**config.mk**
```make
export PLATFORM = sky130hd
export DESIGN_NAME = selector_bitpack_block_decoder_unit
export DESIGN_NICKNAME = d
export VERILOG_FILES = /design/src/design/sbbd_pkg.sv /design/src/design/selector_bitpack_block_decoder_unit.sv /design/src/design/sbbd_ctrl.sv /design/src/design/sbbd_datapath.sv
export SDC_FILE = /design/constraint.sdc
export NUM_CORES = 1
export LEC_CHECK = 0
export BUFFER_PORTS_ARGS = -buffer_cell sky130_fd_sc_hd__buf_2
export CORE_MARGIN = 2
export CORE_UTILIZATION = 45
export DETAILED_ROUTE_END_ITERATION = 8
export GPL_ROUTABILITY_DRIVEN = 0
export PLACE_DENSITY = 0.66
export SLEW_MARGIN = 5
export SYNTH_ARGS = -nofsm -noshare
export SYNTH_HDL_FRONTEND = slang
export SYNTH_SLANG_ARGS = --single-unit
```
**constraint.sdc**
```tcl
create_clock -name clk -period 5.9 [get_ports clk]
set_clock_uncertainty 0.1 [all_clocks]
set_input_delay 1.475 -clock clk [delete_from_list [all_inputs] [get_ports clk]]
set_output_delay 1.475 -clock clk [all_outputs]
set_load 0.1 [all_outputs]
```
**src/design/sbbd_pkg.sv**
```systemverilog
`timescale 1ns / 1ps
// ----------------------------------------------------------------------------
// sbbd_pkg
// Shared types, constants and width tables for the two-lane selector
// bit-packing block decoder.
// ----------------------------------------------------------------------------
package sbbd_pkg;

    localparam int LANE_W   = 32;
    localparam int SEL_W    = 8;
    localparam int PAY_W    = 2 * LANE_W;
    localparam int FW_W     = 6;   // field width 1..32
    localparam int CNT_W    = 5;   // fields per lane minus one, 0..31
    localparam int SEL_COUNT = 10;

    typedef enum logic [0:0] {
        ST_IDLE,
        ST_RUN
    } sbbd_state_t;

    typedef struct packed {
        logic load;
        logic emit;
    } sbbd_cmd_t;

    typedef struct packed {
        logic sel_ok;
        logic out_free;
        logic last_field;
    } sbbd_status_t;

    function automatic logic [FW_W-1:0] field_width(input logic [3:0] sel);
        logic [FW_W-1:0] w;
        unique case (sel)
            4'd0:    w = FW_W'(1);
            4'd1:    w = FW_W'(2);
            4'd2:    w = FW_W'(3);
            4'd3:    w = FW_W'(4);
            4'd4:    w = FW_W'(5);
            4'd5:    w = FW_W'(6);
            4'd6:    w = FW_W'(8);
            4'd7:    w = FW_W'(10);
            4'd8:    w = FW_W'(16);
            default: w = FW_W'(32);
        endcase
        return w;
    endfunction

    function automatic logic [CNT_W-1:0] field_last_idx(input logic [3:0] sel);
        logic [CNT_W-1:0] c;
        unique case (sel)
            4'd0:    c = CNT_W'(31);
            4'd1:    c = CNT_W'(15);
            4'd2:    c = CNT_W'(9);
            4'd3:    c = CNT_W'(7);
            4'd4:    c = CNT_W'(5);
            4'd5:    c = CNT_W'(4);
            4'd6:    c = CNT_W'(3);
            4'd7:    c = CNT_W'(2);
            4'd8:    c = CNT_W'(1);
            default: c = CNT_W'(0);
        endcase
        return c;
    endfunction

    function automatic logic [LANE_W-1:0] field_mask(input logic [FW_W-1:0] w);
        logic [FW_W-1:0] sh;
        sh = FW_W'(LANE_W) - w;
        return {LANE_W{1'b1}} >> sh;
    endfunction

endpackage

```
**src/design/selector_bitpack_block_decoder_unit.sv**
```systemverilog
`timescale 1ns / 1ps
// ----------------------------------------------------------------------------
// selector_bitpack_block_decoder_unit
// Two-lane selector bit-packing block decoder, top level.
// ----------------------------------------------------------------------------
// Input channel (in_valid / in_stall): one beat is one packed block, a
// selector byte, a 64-bit payload of two 32-bit lanes and a final_block flag.
// Output channel (out_valid / out_stall): one beat per decoded field, with
// the field of the low lane, the same field of the high lane, last_of_block
// on the final field and end_of_stream on the final field of a final block.
// Selectors 0..9 give 32,16,10,8,6,5,4,3,2 or 1 beats; any other selector
// is taken and gives no beat.
// Blocks are decoded one at a time: a block with n fields occupies the unit
// until its last field is emitted, one field per cycle through the output
// register unless stalled. The first field is emitted from the run state.
// A stalled receiver holds the output beat and pauses the decoder; the
// next block is taken once the last field sits in the output register.
// Reset clears the controller and the output valid; no beat is pending.
// ----------------------------------------------------------------------------
module selector_bitpack_block_decoder_unit
(
    input  logic                        clk,
    input  logic                        rst_n,
    input  logic                        in_valid,
    output logic                        in_stall,
    input  logic [sbbd_pkg::SEL_W-1:0]  selector,
    input  logic [sbbd_pkg::PAY_W-1:0]  payload,
    input  logic                        final_block,
    output logic                        out_valid,
    input  logic                        out_stall,
    output logic [sbbd_pkg::LANE_W-1:0] low_value,
    output logic [sbbd_pkg::LANE_W-1:0] high_value,
    output logic                        last_of_block,
    output logic                        end_of_stream
);
    import sbbd_pkg::*;

    sbbd_cmd_t    cmd;
    sbbd_status_t status;

    sbbd_ctrl u_ctrl
    (
        .clk      (clk),
        .rst_n    (rst_n),
        .in_valid (in_valid),
        .in_stall (in_stall),
        .status   (status),
        .cmd      (cmd)
    );

    sbbd_datapath u_datapath
    (
        .clk           (clk),
        .rst_n         (rst_n),
        .selector      (selector),
        .payload       (payload),
        .final_block   (final_block),
        .cmd           (cmd),
        .status        (status),
        .out_valid     (out_valid),
        .out_stall     (out_stall),
        .low_value     (low_value),
        .high_value    (high_value),
        .last_of_block (last_of_block),
        .end_of_stream (end_of_stream)
    );

endmodule

```
**src/design/sbbd_ctrl.sv**
```systemverilog
`timescale 1ns / 1ps
// ----------------------------------------------------------------------------
// sbbd_ctrl
// Controller: takes one block at a time and paces the field beats out
// through the datapath output register.
// ----------------------------------------------------------------------------
module sbbd_ctrl
(
    input  logic                  clk,
    input  logic                  rst_n,
    input  logic                  in_valid,
    output logic                  in_stall,
    input  sbbd_pkg::sbbd_status_t status,
    output sbbd_pkg::sbbd_cmd_t    cmd
);
    import sbbd_pkg::*;

    sbbd_state_t state_reg;
    sbbd_state_t state_next;

    always_ff @(posedge clk or negedge rst_n)
    begin
        if (!rst_n)
        begin
            state_reg <= ST_IDLE;
        end
        else
        begin
            state_reg <= state_next;
        end
    end

    always_comb
    begin
        state_next = state_reg;
        cmd        = '0;
        in_stall   = 1'b1;
        unique case (state_reg)
            ST_IDLE:
            begin
                in_stall = 1'b0;
                if (in_valid)
                begin
                    cmd.load = 1'b1;
                    if (status.sel_ok)
                    begin
                        state_next = ST_RUN;
                    end
                end
            end
            ST_RUN:
            begin
                if (status.out_free)
                begin
                    cmd.emit = 1'b1;
                    if (status.last_field)
                    begin
                        state_next = ST_IDLE;
                    end
                end
            end
            default:
            begin
                state_next = ST_IDLE;
            end
        endcase
    end

    a_run_stalls: assert property (@(posedge clk) disable iff (!rst_n)
        (state_reg == ST_RUN) |-> in_stall)
        else $error("input taken while a block is in progress");

    a_load_idle: assert property (@(posedge clk) disable iff (!rst_n)
        cmd.load |-> (state_reg == ST_IDLE) && !cmd.emit)
        else $error("load outside idle");

    a_emit_run: assert property (@(posedge clk) disable iff (!rst_n)
        cmd.emit |-> (state_reg == ST_RUN) && status.out_free)
        else $error("emit without a free output register");

endmodule

```
**src/design/sbbd_datapath.sv**
```systemverilog
`timescale 1ns / 1ps
// ----------------------------------------------------------------------------
// sbbd_datapath
// Lane shift registers, field counter and output register; one field of
// each lane is masked off and the lanes shifted down on every emit.
// ----------------------------------------------------------------------------
module sbbd_datapath
(
    input  logic                               clk,
    input  logic                               rst_n,
    input  logic [sbbd_pkg::SEL_W-1:0]         selector,
    input  logic [sbbd_pkg::PAY_W-1:0]         payload,
    input  logic                               final_block,
    input  sbbd_pkg::sbbd_cmd_t                cmd,
    output sbbd_pkg::sbbd_status_t             status,
    output logic                               out_valid,
    input  logic                               out_stall,
    output logic [sbbd_pkg::LANE_W-1:0]        low_value,
    output logic [sbbd_pkg::LANE_W-1:0]        high_value,
    output logic                               last_of_block,
    output logic                               end_of_stream
);
    import sbbd_pkg::*;

    logic [LANE_W-1:0] low_reg;
    logic [LANE_W-1:0] high_reg;
    logic [FW_W-1:0]   width_reg;
    logic [CNT_W-1:0]  remain_reg;
    logic              final_reg;

    logic              out_valid_reg;
    logic              out_valid_next;
    logic [LANE_W-1:0] out_low_reg;
    logic [LANE_W-1:0] out_high_reg;
    logic              out_last_reg;
    logic              out_eos_reg;

    logic [LANE_W-1:0] mask;

    assign mask = field_mask(width_reg);

    assign status.sel_ok     = (selector < SEL_W'(SEL_COUNT));
    assign status.out_free   = !out_valid_reg || !out_stall;
    assign status.last_field = (remain_reg == '0);

    // block registers
    always_ff @(posedge clk)
    begin
        if (cmd.load)
        begin
            low_reg    <= payload[LANE_W-1:0];
            high_reg   <= payload[PAY_W-1:LANE_W];
            width_reg  <= field_width(selector[3:0]);
            remain_reg <= field_last_idx(selector[3:0]);
            final_reg  <= final_block;
        end
        else if (cmd.emit)
        begin
            low_reg    <= low_reg >> width_reg;
            high_reg   <= high_reg >> width_reg;
            remain_reg <= remain_reg - CNT_W'(1);
        end
    end

    // output register
    always_comb
    begin
        out_valid_next = out_valid_reg && out_stall;
        if (cmd.emit)
        begin
            out_valid_next = 1'b1;
        end
    end

    always_ff @(posedge clk or negedge rst_n)
    begin
        if (!rst_n)
        begin
            out_valid_reg <= 1'b0;
        end
        else
        begin
            out_valid_reg <= out_valid_next;
        end
    end

    always_ff @(posedge clk)
    begin
        if (cmd.emit)
        begin
            out_low_reg  <= low_reg & mask;
            out_high_reg <= high_reg & mask;
            out_last_reg <= status.last_field;
            out_eos_reg  <= status.last_field && final_reg;
        end
    end

    assign out_valid     = out_valid_reg;
    assign low_value     = out_low_reg;
    assign high_value    = out_high_reg;
    assign last_of_block = out_last_reg;
    assign end_of_stream = out_eos_reg;

    a_no_overwrite: assert property (@(posedge clk) disable iff (!rst_n)
        cmd.emit |-> !(out_valid_reg && out_stall))
        else $error("output beat overwritten while stalled");

    a_last_marked: assert property (@(posedge clk) disable iff (!rst_n)
        cmd.emit && status.last_field |=> out_valid_reg && out_last_reg)
        else $error("final field of block not marked");

    a_eos_with_last: assert property (@(posedge clk) disable iff (!rst_n)
        out_valid_reg && out_eos_reg |-> out_last_reg)
        else $error("end of stream without end of block");

endmodule
```
==> key figures, run 1 <==
Logic synthesis
  – Synth area leaders: edfxtp_1 (47%), mux2i_1 (6.5%), mux4_2 (6.0%)
  – Post-synth EDFFs: about 140
  – Synth Register Bits: 144
  – Synth Area in Adders: 1.25%
  – Synth area leader: edfxtp_1
  – Post-synthesis sequential area ratio: 47.8%
  – Most instantiated library cell after synthesis: edfxtp_1
  – Number of cells produced by synthesis: 772
  – Main combinational cell family by area after synthesis: compound AO/OA/AOI/OAI gates
  – Synth warnings: 0
  – Prevailing post-synth register cell: edfxtp_1
  – Compound-gate portion of the synthesized area: 18.3%
  – Synth top cells by count: edfxtp_1 (142), nand2_1 (75), mux2i_1 (59)
  – Syn nets: 858
  – Netlist cell types: 63
  – Simple-gate share of the synthesized area: 10.8%
  – Yosys top cell area share: 47.2%
  – Multiplexer area fraction after synthesis: 16.9%
  – Syn_area_per_cell: 11.7 sq um
  – Xor-xnor portion of the synthesized cell area: 0.928%
  – Post-synth ARST share: between 1 and 1.5%
  – Synthesized area: 0.00903 sq mm

Floorplanning
  – DIE WIDTH: between 100 and 150 um
  – Initial Util: ~46%
  – Die Ht: 146 um
  – FP Rows: 51
  – Core Region: 0.0196 sq mm
  – I/O pins: 145
  – Die Area: 0.0212 sq mm

Critical path
  – CP Capture Type: flip-flop
  – Critical path's top delay family: buffers and inverters
  – Crit path buffers/inverters: 3
  – Crit-path cells: buf_2 > nand2b_1 > inv_2 > buf_4 > nor3_1 > nand2_1 > o21ai_0 > a211o_1
  – Startpoint types: primary input
  – Crit Path Class: in2reg
  – Critical path arrival: 4.02 ns
  – Slowest stage cell, crit path: buf_4
  – Crit-path max FO: 48
  – Levels on crit path: 8
  – Reg2Reg Depth: 8
  – CP required: 5.98 ns
  – CP max stage delay: 0.57 ns

STA
  – Max-Slew Margin vs Limit: between 10% and 20%
  – F_max: around 250 MHz
  – Max-slew violations: 0
  – Hold Vio Cnt, Final: 0
  – Tightest Pin Transition: 1.28 ns
  – Final min period: 3.95 ns
  – RSZ-0062 raised after global routing: false
  – Final period utilization: 66.9%
  – # setup viols final: 0
  – Setup TNS: 0 ns

Route
  – Drt drc: 0
  – DRT Pass-1 Iters: 8
  – DR iter-0 viols: roughly 1300
  – Post-route ant nets: 0
  – Vias per inst: 6.53
  – Total Wirelength: around 30000 um
  – Routed vias: 7644
  – Wire per inst: 25.1 um

Layout
  – Layout cells sized above 1: 28.8%
  – Multi-input logic area: between 0.004 and 0.005 sq mm
  – Sequential Area: 0.00431 sq mm
  – Synthesis-to-finish area growth: 16.1%
  – Non-filler cells, final: 1171
  – Fillers: 1727
  – Final instance area: approximately 0.010 sq mm
  – Net count, final: slightly below 1000

Clocking
  – Hold Buf Count CTS: 0
  – CTS root buf: clkbuf_16
  – H-tree levels: 4
  – Post-CTS sizing: 0
  – Clock Sinks: 144
  – CTS tree: yes
  – Max Buffers Root-to-Sink: 2
  – Num CTS Buffers: 17
  – Setup repair bufs after CTS: 0
  – Skew-Pair Late Insertion Delay: roughly 0.43 ns
  – Clk slew on worst S/H paths: about 0.06 ns

Pwr
  – Register share of total power: 31.5%
  – PwrDens: 627 mW/mm^2
  – Leak: 4.38 nW
  – Combinational share of power: 52.1%
  – Sw power: 0.00327 W
  – Worst vdd ir: 0.288 mV
  – Int Power: 0.00331 W
  – Clock share of power: 16.4%
  – Switching share of power: 49.7%

GRT
  – GRT overflow: 0
  – First-pass GRT wire length: 43300 um
  – GRT Util Overall: between 20% and 30%
  – Initial antenna violation count: 2
  – Vias in the first global route: slightly above 7000
  – Largest net degree at the start of global routing: 67

Placed design
  – Detail Placement HPWL: approximately 21000 um
  – I/O Buffers: roughly 140
  – Inst Count DP: 1138
  – Placement Cell Area: 0.00991 sq mm

Min path
  – Type of the most critical hold path: reg2reg
  – Hold path depth: 1

Run
  – Max-Cap Viols: 0

Outcome
  – Run status: finished clean
[cells in the final DEF (no fill, tap or decap), types with 4 or more instances in the layout]
cell       instances
a22o_1            16
mux2i_1           59
edfxtp_1         142
mux2_1             4
a211o_1            7
nand2_1           75
nor3_1             5
mux2_2            26
mux4_2            24
clkinv_2           4
o221ai_1          16
and3b_1            4
a21boi_0           4
a222oi_1           6
nor3_2             4
and3_1            16
inv_1             14
o22ai_1           12
nand2b_1           7
o211a_1           26
clkbuf_16         17
ha_1               9
buf_4             16
o21ai_0           35
a221oi_1           5
inv_2              4
nor2_1            43
nand3_1            6
mux2_4             4
o211ai_1           5
a22oi_1           16
and2_1            22
o21ai_1            7
a2bb2oi_1          6
a221o_1            6
buf_2            144
a21oi_1           25
nor2b_1            5
[layer usage]
layer  up-vias  GRT usage (%)  part of all wire (%)  routed length (um)
li1       3281              -                     -                   -
met4         0           13.0                   4.5                1330
met3       100           6.96                    12                3540
met2       601           41.6                    44               13000
met1      3662           36.6                    39               11500
met5         -              0                     0                   0
[kinds of logic after synthesis]
group	count (synthesis)
compound gates	219
xor+xnor	7
fa+ha+maj	9
buf+inv	77
flops	144
mux	117
simple gates	199
[power groups by stage]
stage                     clock, W  combinational (W)  sequential [W]
final                      0.00108            0.00343         0.00207
after global routing       0.00112            0.00357         0.00209
after CTS                  0.00108            0.00339         0.00204
after detailed placement         0            0.00337         0.00206
after global placement           0            0.00336         0.00206
after floorplan                  0            0.00159         0.00298
[worst paths after layout]
kind,startpoint,to,slack (ns)
min in group asynchronous,rst_n,u_ctrl.state_reg$_DFF_PN0_,0.71
worst min-delay path,u_datapath.final_reg$_DFFE_PP_,u_datapath.end_of_stream$_DFFE_PP_,0.43
max in group asynchronous,rst_n,u_datapath.out_valid$_DFF_PN0_,4.89
worst max register to register,u_datapath.width_reg[1]$_SDFFCE_PP0P_,u_datapath.low_value[31]$_DFFE_PP_,2.19
worst min register to register,u_datapath.final_reg$_DFFE_PP_,u_datapath.end_of_stream$_DFFE_PP_,0.43
worst max-delay path,in_valid,u_datapath.high_reg[2]$_DFFE_PP_,1.95
[per-stage QoR]
step | setup WS, ns | hold slack (ns) | util (%) | total power [W]
2_1_floorplan | 0.707 | 0.397 | - | 0.00456
3_3_place_gp | 1.65 | 0.416 | 50.6 | 0.00542
3_5_place_dp | 1.57 | 0.419 | 50.6 | 0.00543
4_1_cts | 2.02 | 0.433 | 53.5 | 0.00651
5_1_grt | 1.73 | 0.458 | 53.5 | 0.00679
6_report | 1.95 | 0.429 | 53.5 | 0.00658
[layout make-up]
class                   count  share of cell area [%]
repair buffers            160                    8.02
flip-flops and latches    144                    41.1
inverters                  18                   0.644
well taps                 265                    3.16
clock inverters            13                    1.38
diodes                      1                  0.0239
clock buffers              19                    4.13
multi-input cells         551                    41.5
[worst register-to-register path, delay by kind of cell, from the launching register on]
kind,cells,cell delay [ns]
adder cells (fa/ha/maj),2,0.81
flip-flops,1,0.38
buffers and inverters,3,0.98
AND/OR/NAND/NOR,3,1.31
No activity file was read; power rests on OpenSTA's default activity.
==> inputs of run 2 (changes only) <==
PLACE_DENSITY = 0.68   (was 0.66)
clock period = 3.5 ns   (was 5.9 ns; I/O delays follow)
==> run 2 against run 1 <==
Against the previous run: sequential share of layout area is 0.69 points lower; die area stayed put; wire length hardly changed; clock-buffer cell count is 1 lower; combinational power is 70% higher; critical endpoint is now u_datapath.low_value[22]$_DFFE_PP_; largest power group unchanged.
==> key figures, run 2 (synthesis gave the netlist of run 1 again) <==
Outcome
  – Run status: finished clean

Route
  – Drt drc: 0 (unchanged)
  – Vias per inst: 6.44 (-1.3%)
  – DRT Pass-1 Iters: 7 (-1)
  – Total Wirelength: 29400 um (about the same)
  – Routed vias: 7664 (+0.26%)
  – Wire per inst: 24.7 um (-1.6%)
  – Post-route ant nets: 0 (unchanged)
  – DR iter-0 viols: 1172 (-7.1%)

STA
  – Max-slew violations: 0 (unchanged)
  – F_max: 344 MHz
  – Final period utilization: 83.0%
  – Hold Vio Cnt, Final: 0 (unchanged)
  – Final min period: between 2 and 3 ns
  – Setup TNS: 0 ns (unchanged)
  – # setup viols final: 0 (unchanged)
  – RSZ-0062 raised after global routing: false
  – Tightest Pin Transition: 1.02 ns (-0.260 ns)
  – Max-Slew Margin vs Limit: 31.8% (+17 points)

Pwr
  – Worst vdd ir: 0.518 mV (+80%)
  – PwrDens: 1050 mW/mm^2 (+68%)
  – Leak: 4.50 nW (+2.7%)

Critical path
  – Critical path arrival: 3.11 ns (-0.91 ns)
  – Slowest stage cell, crit path: nor2_1
  – Crit-path max FO: 19 (-60%)
  – Reg2Reg Depth: 6 (-2)
  – CP max stage delay: 0.69 ns (+0.12 ns)
  – CP required: 3.70 ns (-2.28 ns)
  – Startpoint types: flip-flop
  – CP Capture Type: flip-flop
  – Worst Setup SP: u_datapath.width_reg[2]$_SDFFCE_PP0P_
  – Worst r2r src: u_datapath.width_reg[2]$_SDFFCE_PP0P_
  – Crit Path Class: reg2reg
  – Crit-path cells: buf_4 > nor3_2 > nand2_1 > xnor2_2 > nor2_1 > o211a_1

GRT
  – Largest net degree at the start of global routing: 67 (unchanged)
  – Vias in the first global route: 7252 (+1.4%)
  – GRT overflow: 0 (unchanged)
  – First-pass GRT wire length: 43600 um (+0.73%)
  – Initial antenna violation count: 2 (unchanged)
  – GRT Util Overall: 27.5% (+0.24 points)

Floorplanning
  – Initial Util: 46.1% (unchanged)
  – DIE WIDTH: 146 um (unchanged)
  – FP Rows: 51 (unchanged)
  – Die Ht: 146 um (unchanged)
  – Core Region: 0.0196 sq mm (unchanged)
  – Die Area: 0.0212 sq mm (unchanged)
  – I/O pins: 145 (unchanged)

Clocking
  – Hold Buf Count CTS: 0 (unchanged)
  – Skew-Pair Late Insertion Delay: 0.44 ns (about the same)
  – H-tree levels: 4 (unchanged)
  – CTS root buf: clkbuf_16
  – Clock Sinks: 144 (unchanged)
  – Clk slew on worst S/H paths: 0.06 ns (about the same)
  – Setup repair bufs after CTS: 0 (unchanged)
  – CTS tree: yes
  – Num CTS Buffers: 17 (unchanged)
  – Max Buffers Root-to-Sink: 2 (unchanged)
  – Post-CTS sizing: 0 (unchanged)

Layout
  – Net count, final: 998 (+2.0%)
  – Most common cell after layout, fill and taps aside: buf_2
  – Most frequent cells in the layout: buf_2 (144), edfxtp_1 (142), nand2_1 (75)
  – Core Util, Final: 54.5% (+0.92 points)
  – Layout cells sized above 1: 30.7% (+1.9 points)
  – Number of inserted diodes: 0 (-1)
  – Synthesis-to-finish area growth: 18.1%

Placed design
  – I/O Buffers: 144 (unchanged)
  – Detail Placement HPWL: 22400 um (+4.8%)

Min path
  – Type of the most critical hold path: in2async

Run
  – Max-Cap Viols: 0 (unchanged)
## run 2: path summary, 6_finish.rpt
kind                                                           end  slack (ns)
worst min register to register  u_datapath.end_of_stream$_DFFE_PP_        0.42
worst max-delay path            u_datapath.low_value[22]$_DFFE_PP_        0.60
max in group asynchronous           u_datapath.out_valid$_DFF_PN0_        3.11
worst max register to register  u_datapath.low_value[22]$_DFFE_PP_        0.60
worst min-delay path                    u_ctrl.state_reg$_DFF_PN0_        0.10
min in group clk                u_datapath.end_of_stream$_DFFE_PP_        0.42
## run 2: where the power goes
group	internal, W	switching, W	leakage, nW
registers	0.00287	0.000666	1.43
clock network	0.00112	0.000750	0.292
logic	0.00167	0.00417	2.78
total	0.00566	0.00559	4.50
## run 2: final cells by class
| type | count | area (sq um) |
|---|---|---|
| sequential | 144 | 4310 |
| multi-input combinational | 551 | 4360 |
| clock buffer | 18 | 429 |
| timing repair buffer | 180 | 1000 |
| tap | 265 | 332 |
| inverter | 18 | 67.6 |
| clock inverter | 14 | 165 |
| fill | 1716 | 8920 |
## run 2: per-stage QoR
stage	total power, W	worst slack, ns	std cells	hold WS [ns]	instance area (sq um)
5_1_grt	0.0116	0.405	1190	0.0986	10700
3_5_place_dp	0.00926	0.589	1158	0.402	10100
2_1_floorplan	0.00768	0.221	772	0.397	9030
3_3_place_gp	0.00922	0.673	1158	0.405	10100
4_1_cts	0.0111	0.631	1190	0.100	10700
6_report	0.0113	0.595	1190	0.101	10700
## run 2: per-layer routing
layer | track usage, % | routed length (um) | vias to the layer above
li1 | - | - | 3331
met1 | 37.1 | 11300 | 3672
met2 | 40.5 | 12800 | 557
met3 | 8.03 | 3700 | 104
met4 | 14.2 | 1530 | 0
met5 | 0 | 0 | -
## run 2: critical path, delay by kind of cell, from the launching register on
kind                   cells  cell delay, ns
flip-flops                 1            0.65
AO/OA/AOI/OAI              1            0.28
buffers and inverters      1            0.28
XOR/XNOR                   1            0.23
AND/OR/NAND/NOR            3            1.23
==> inputs of run 3 (changes only) <==
PLACE_DENSITY = 0.66   (was 0.68)
clock period = 2.9 ns   (was 3.5 ns; I/O delays follow)
==> run 3 against run 2 <==
Against the previous run: combinational power increased by 24%; clock power increased by 35%; final area increased by 2.3%; register-to-register slack got worse by 0.38 ns; setup slack got worse by 0.38 ns; largest cell class unchanged; global-route usage increased by 0.76 points.
==> key figures, run 3 (synthesis gave the netlist of run 1 again) <==
Route
  – Drt drc: 0 (unchanged)
  – DRT Pass-1 Iters: 8 (+1)
  – Wire per inst: 24.8 um (+0.29%)
  – Vias per inst: 6.34 (-1.6%)
  – Routed vias: 7666 (+0.026%)
  – Post-route ant nets: 0 (unchanged)
  – DR iter-0 viols: 1309 (+12%)
  – Total Wirelength: 30000 um (+2.0%)

STA
  – Tightest Pin Transition: 0.876 ns (-0.142 ns)
  – Final min period: 2.68 ns (-0.225 ns)
  – # setup viols final: 0 (unchanged)
  – Setup ws final: 0.220 ns (-0.375 ns)
  – Setup TNS: 0 ns (unchanged)
  – Hold Vio Cnt, Final: 0 (unchanged)
  – Max-slew violations: 0 (unchanged)
  – Final period utilization: 92.4% (+9.4 points)
  – F_max: 373 MHz (+8.4%)
  – Max-Slew Margin vs Limit: 41.4% (+9.6 points)
  – RSZ-0062 raised after global routing: false

Layout
  – Synthesis-to-finish area growth: 20.9%
  – Core Util, Final: 55.7% (+1.3 points)
  – Most common cell after layout, fill and taps aside: buf_2
  – Net count, final: 1015 (+1.7%)
  – Final instance area: 0.0109 sq mm (+2.3%)
  – Most frequent cells in the layout: buf_2 (144), edfxtp_1 (142), nand2_1 (75)
  – Layout cells sized above 1: 32.1% (+1.4 points)
  – Fillers: 1721 (+0.29%)

GRT
  – Largest net degree at the start of global routing: 47 (-30%)
  – Initial antenna violation count: 1 (-1)
  – GRT overflow: 0 (unchanged)
  – GRT Util Overall: 28.3% (+0.76 points)
  – Vias in the first global route: 7352 (+1.4%)
  – First-pass GRT wire length: 44600 um (+2.3%)

Floorplanning
  – I/O pins: 145 (unchanged)
  – FP Rows: 51 (unchanged)
  – DIE WIDTH: 146 um (unchanged)
  – Initial Util: 46.1% (unchanged)
  – Core Region: 0.0196 sq mm (unchanged)
  – Die Area: 0.0212 sq mm (unchanged)
  – Die Ht: 146 um (unchanged)

Pwr
  – Combinational share of power: 52.0% (about the same)
  – Sw power: 0.00675 W (+21%)
  – Worst vdd ir: 0.591 mV (+14%)
  – Register share of total power: 30.0% (-1.5 points)
  – Leak: 4.62 nW (+2.7%)
  – PwrDens: 1280 mW/mm^2 (+21%)
  – Int Power: 0.00723 W (+28%)
  – Clock share of power: 18.0% (+1.4 points)
  – Total power: 0.0140 W (+24%)
  – Switching share of power: 48.3% (-1.4 points)

Clocking
  – Setup repair bufs after CTS: 0 (unchanged)
  – Max Buffers Root-to-Sink: 2 (unchanged)
  – CTS tree: yes
  – Clk slew on worst S/H paths: 0.06 ns (about the same)
  – Skew-Pair Late Insertion Delay: 0.44 ns (about the same)
  – Clock Sinks: 144 (unchanged)
  – CTS root buf: clkbuf_16
  – H-tree levels: 4 (unchanged)
  – Num CTS Buffers: 17 (unchanged)

Run
  – Max-Cap Viols: 0 (unchanged)

Placed design
  – Placement Cell Area: 0.0102 sq mm (+1.6%)
  – I/O Buffers: 144 (unchanged)
  – Pre-CTS setup slack: 0.286 ns (-0.303 ns)
  – Detail Placement HPWL: 22500 um (+0.44%)

Outcome
  – Run status: finished clean

Critical path
  – CP required: 3.10 ns (-0.60 ns)
  – Crit Path Class: reg2reg
  – Startpoint types: flip-flop
  – Critical path arrival: 2.88 ns (-0.23 ns)
  – CP Capture Type: flip-flop
  – Crit-path max FO: 20 (+1)

Min path
  – Type of the most critical hold path: in2reg
[run 3: cell types whose count changed in the layout (fill, tap and decap cells not counted), sizes merged]
| cell | before | now |
|---|---|---|
| dlygate4sd3 | 0 | 1 |
| buf | 180 | 196 |
| clkinvlp | 1 | 2 |
| diode | 0 | 3 |
| clkinv | 8 | 4 |
| bufinv | 3 | 6 |
[run 3: final timing paths]
kind / startpoint / endpoint / slack, ns / cells past startpoint
setup / recovery: u_datapath.width_reg[0]$_SDFFCE_PP0P_ / u_datapath.high_value[19]$_DFFE_PP_ / 0.22 / 6
hold / removal: final_block / u_datapath.final_reg$_DFFE_PP_ / 0.37 / 1
setup reg to reg: u_datapath.width_reg[0]$_SDFFCE_PP0P_ / u_datapath.high_value[19]$_DFFE_PP_ / 0.22 / 6
hold reg to reg: u_datapath.high_reg[0]$_DFFE_PP_ / u_datapath.high_value[0]$_DFFE_PP_ / 0.42 / 1
max in group asynchronous: rst_n / u_ctrl.state_reg$_DFF_PN0_ / 2.10 / 2
min in group asynchronous: rst_n / u_datapath.out_valid$_DFF_PN0_ / 0.49 / 2
[run 3: layout make-up]
| class | instances | area, sq um | area share, % |
|---|---|---|---|
| diodes | 3 | 7.51 | 0.0688 |
| clock inverters | 14 | 235 | 2.15 |
| multi-input cells | 551 | 4360 | 39.9 |
| well taps | 265 | 332 | 3.04 |
| flip-flops and latches | 144 | 4320 | 39.5 |
| clock buffers | 18 | 429 | 3.93 |
| inverters | 18 | 67.6 | 0.619 |
| repair buffers | 197 | 1170 | 10.7 |
[run 3: critical path, cell delays in order, from the launching register on]
cell and delay, ns:
edfxtp_1 0.45, buf_4 0.26, nor3_2 0.28, nand2_1 0.16
xnor2_2 0.27, nor2_1 0.74, and3_1 0.28
[run 3: timing repair]
| item | 4_1_cts | 5_1_grt |
|---|---|---|
| hold endpoints to repair | 2 | 0 |
| resized for setup | 0 | 0 |
| hold buffers | 1 | 0 |
[run 3: through the flow]
| step | hold WS (ns) | cells |
|---|---|---|
| 2_1_floorplan | 0.329 | 772 |
| 3_3_place_gp | 0.401 | 1174 |
| 3_5_place_dp | 0.414 | 1174 |
| 4_1_cts | 0.355 | 1207 |
| 5_1_grt | 0.360 | 1207 |
| 6_report | 0.365 | 1210 |
[run 3: power by group through the flow]
stage	combinational [W]	sequential (W)	clock, W
floorplan	0.00324	0.00604	0
global placement	0.00711	0.00418	0
detailed placement	0.00713	0.00418	0
CTS	0.00717	0.00415	0.00253
global route	0.00758	0.00426	0.00261
finish	0.00726	0.00420	0.00252
[run 3: routing by layer]
metal	routed length, um	vias to the layer above	track usage [%]
met5	13	-	0
met4	1410	2	14.2
met3	3630	82	5.83
met2	13400	578	43.1
met1	11500	3638	38.6
li1	-	3366	-
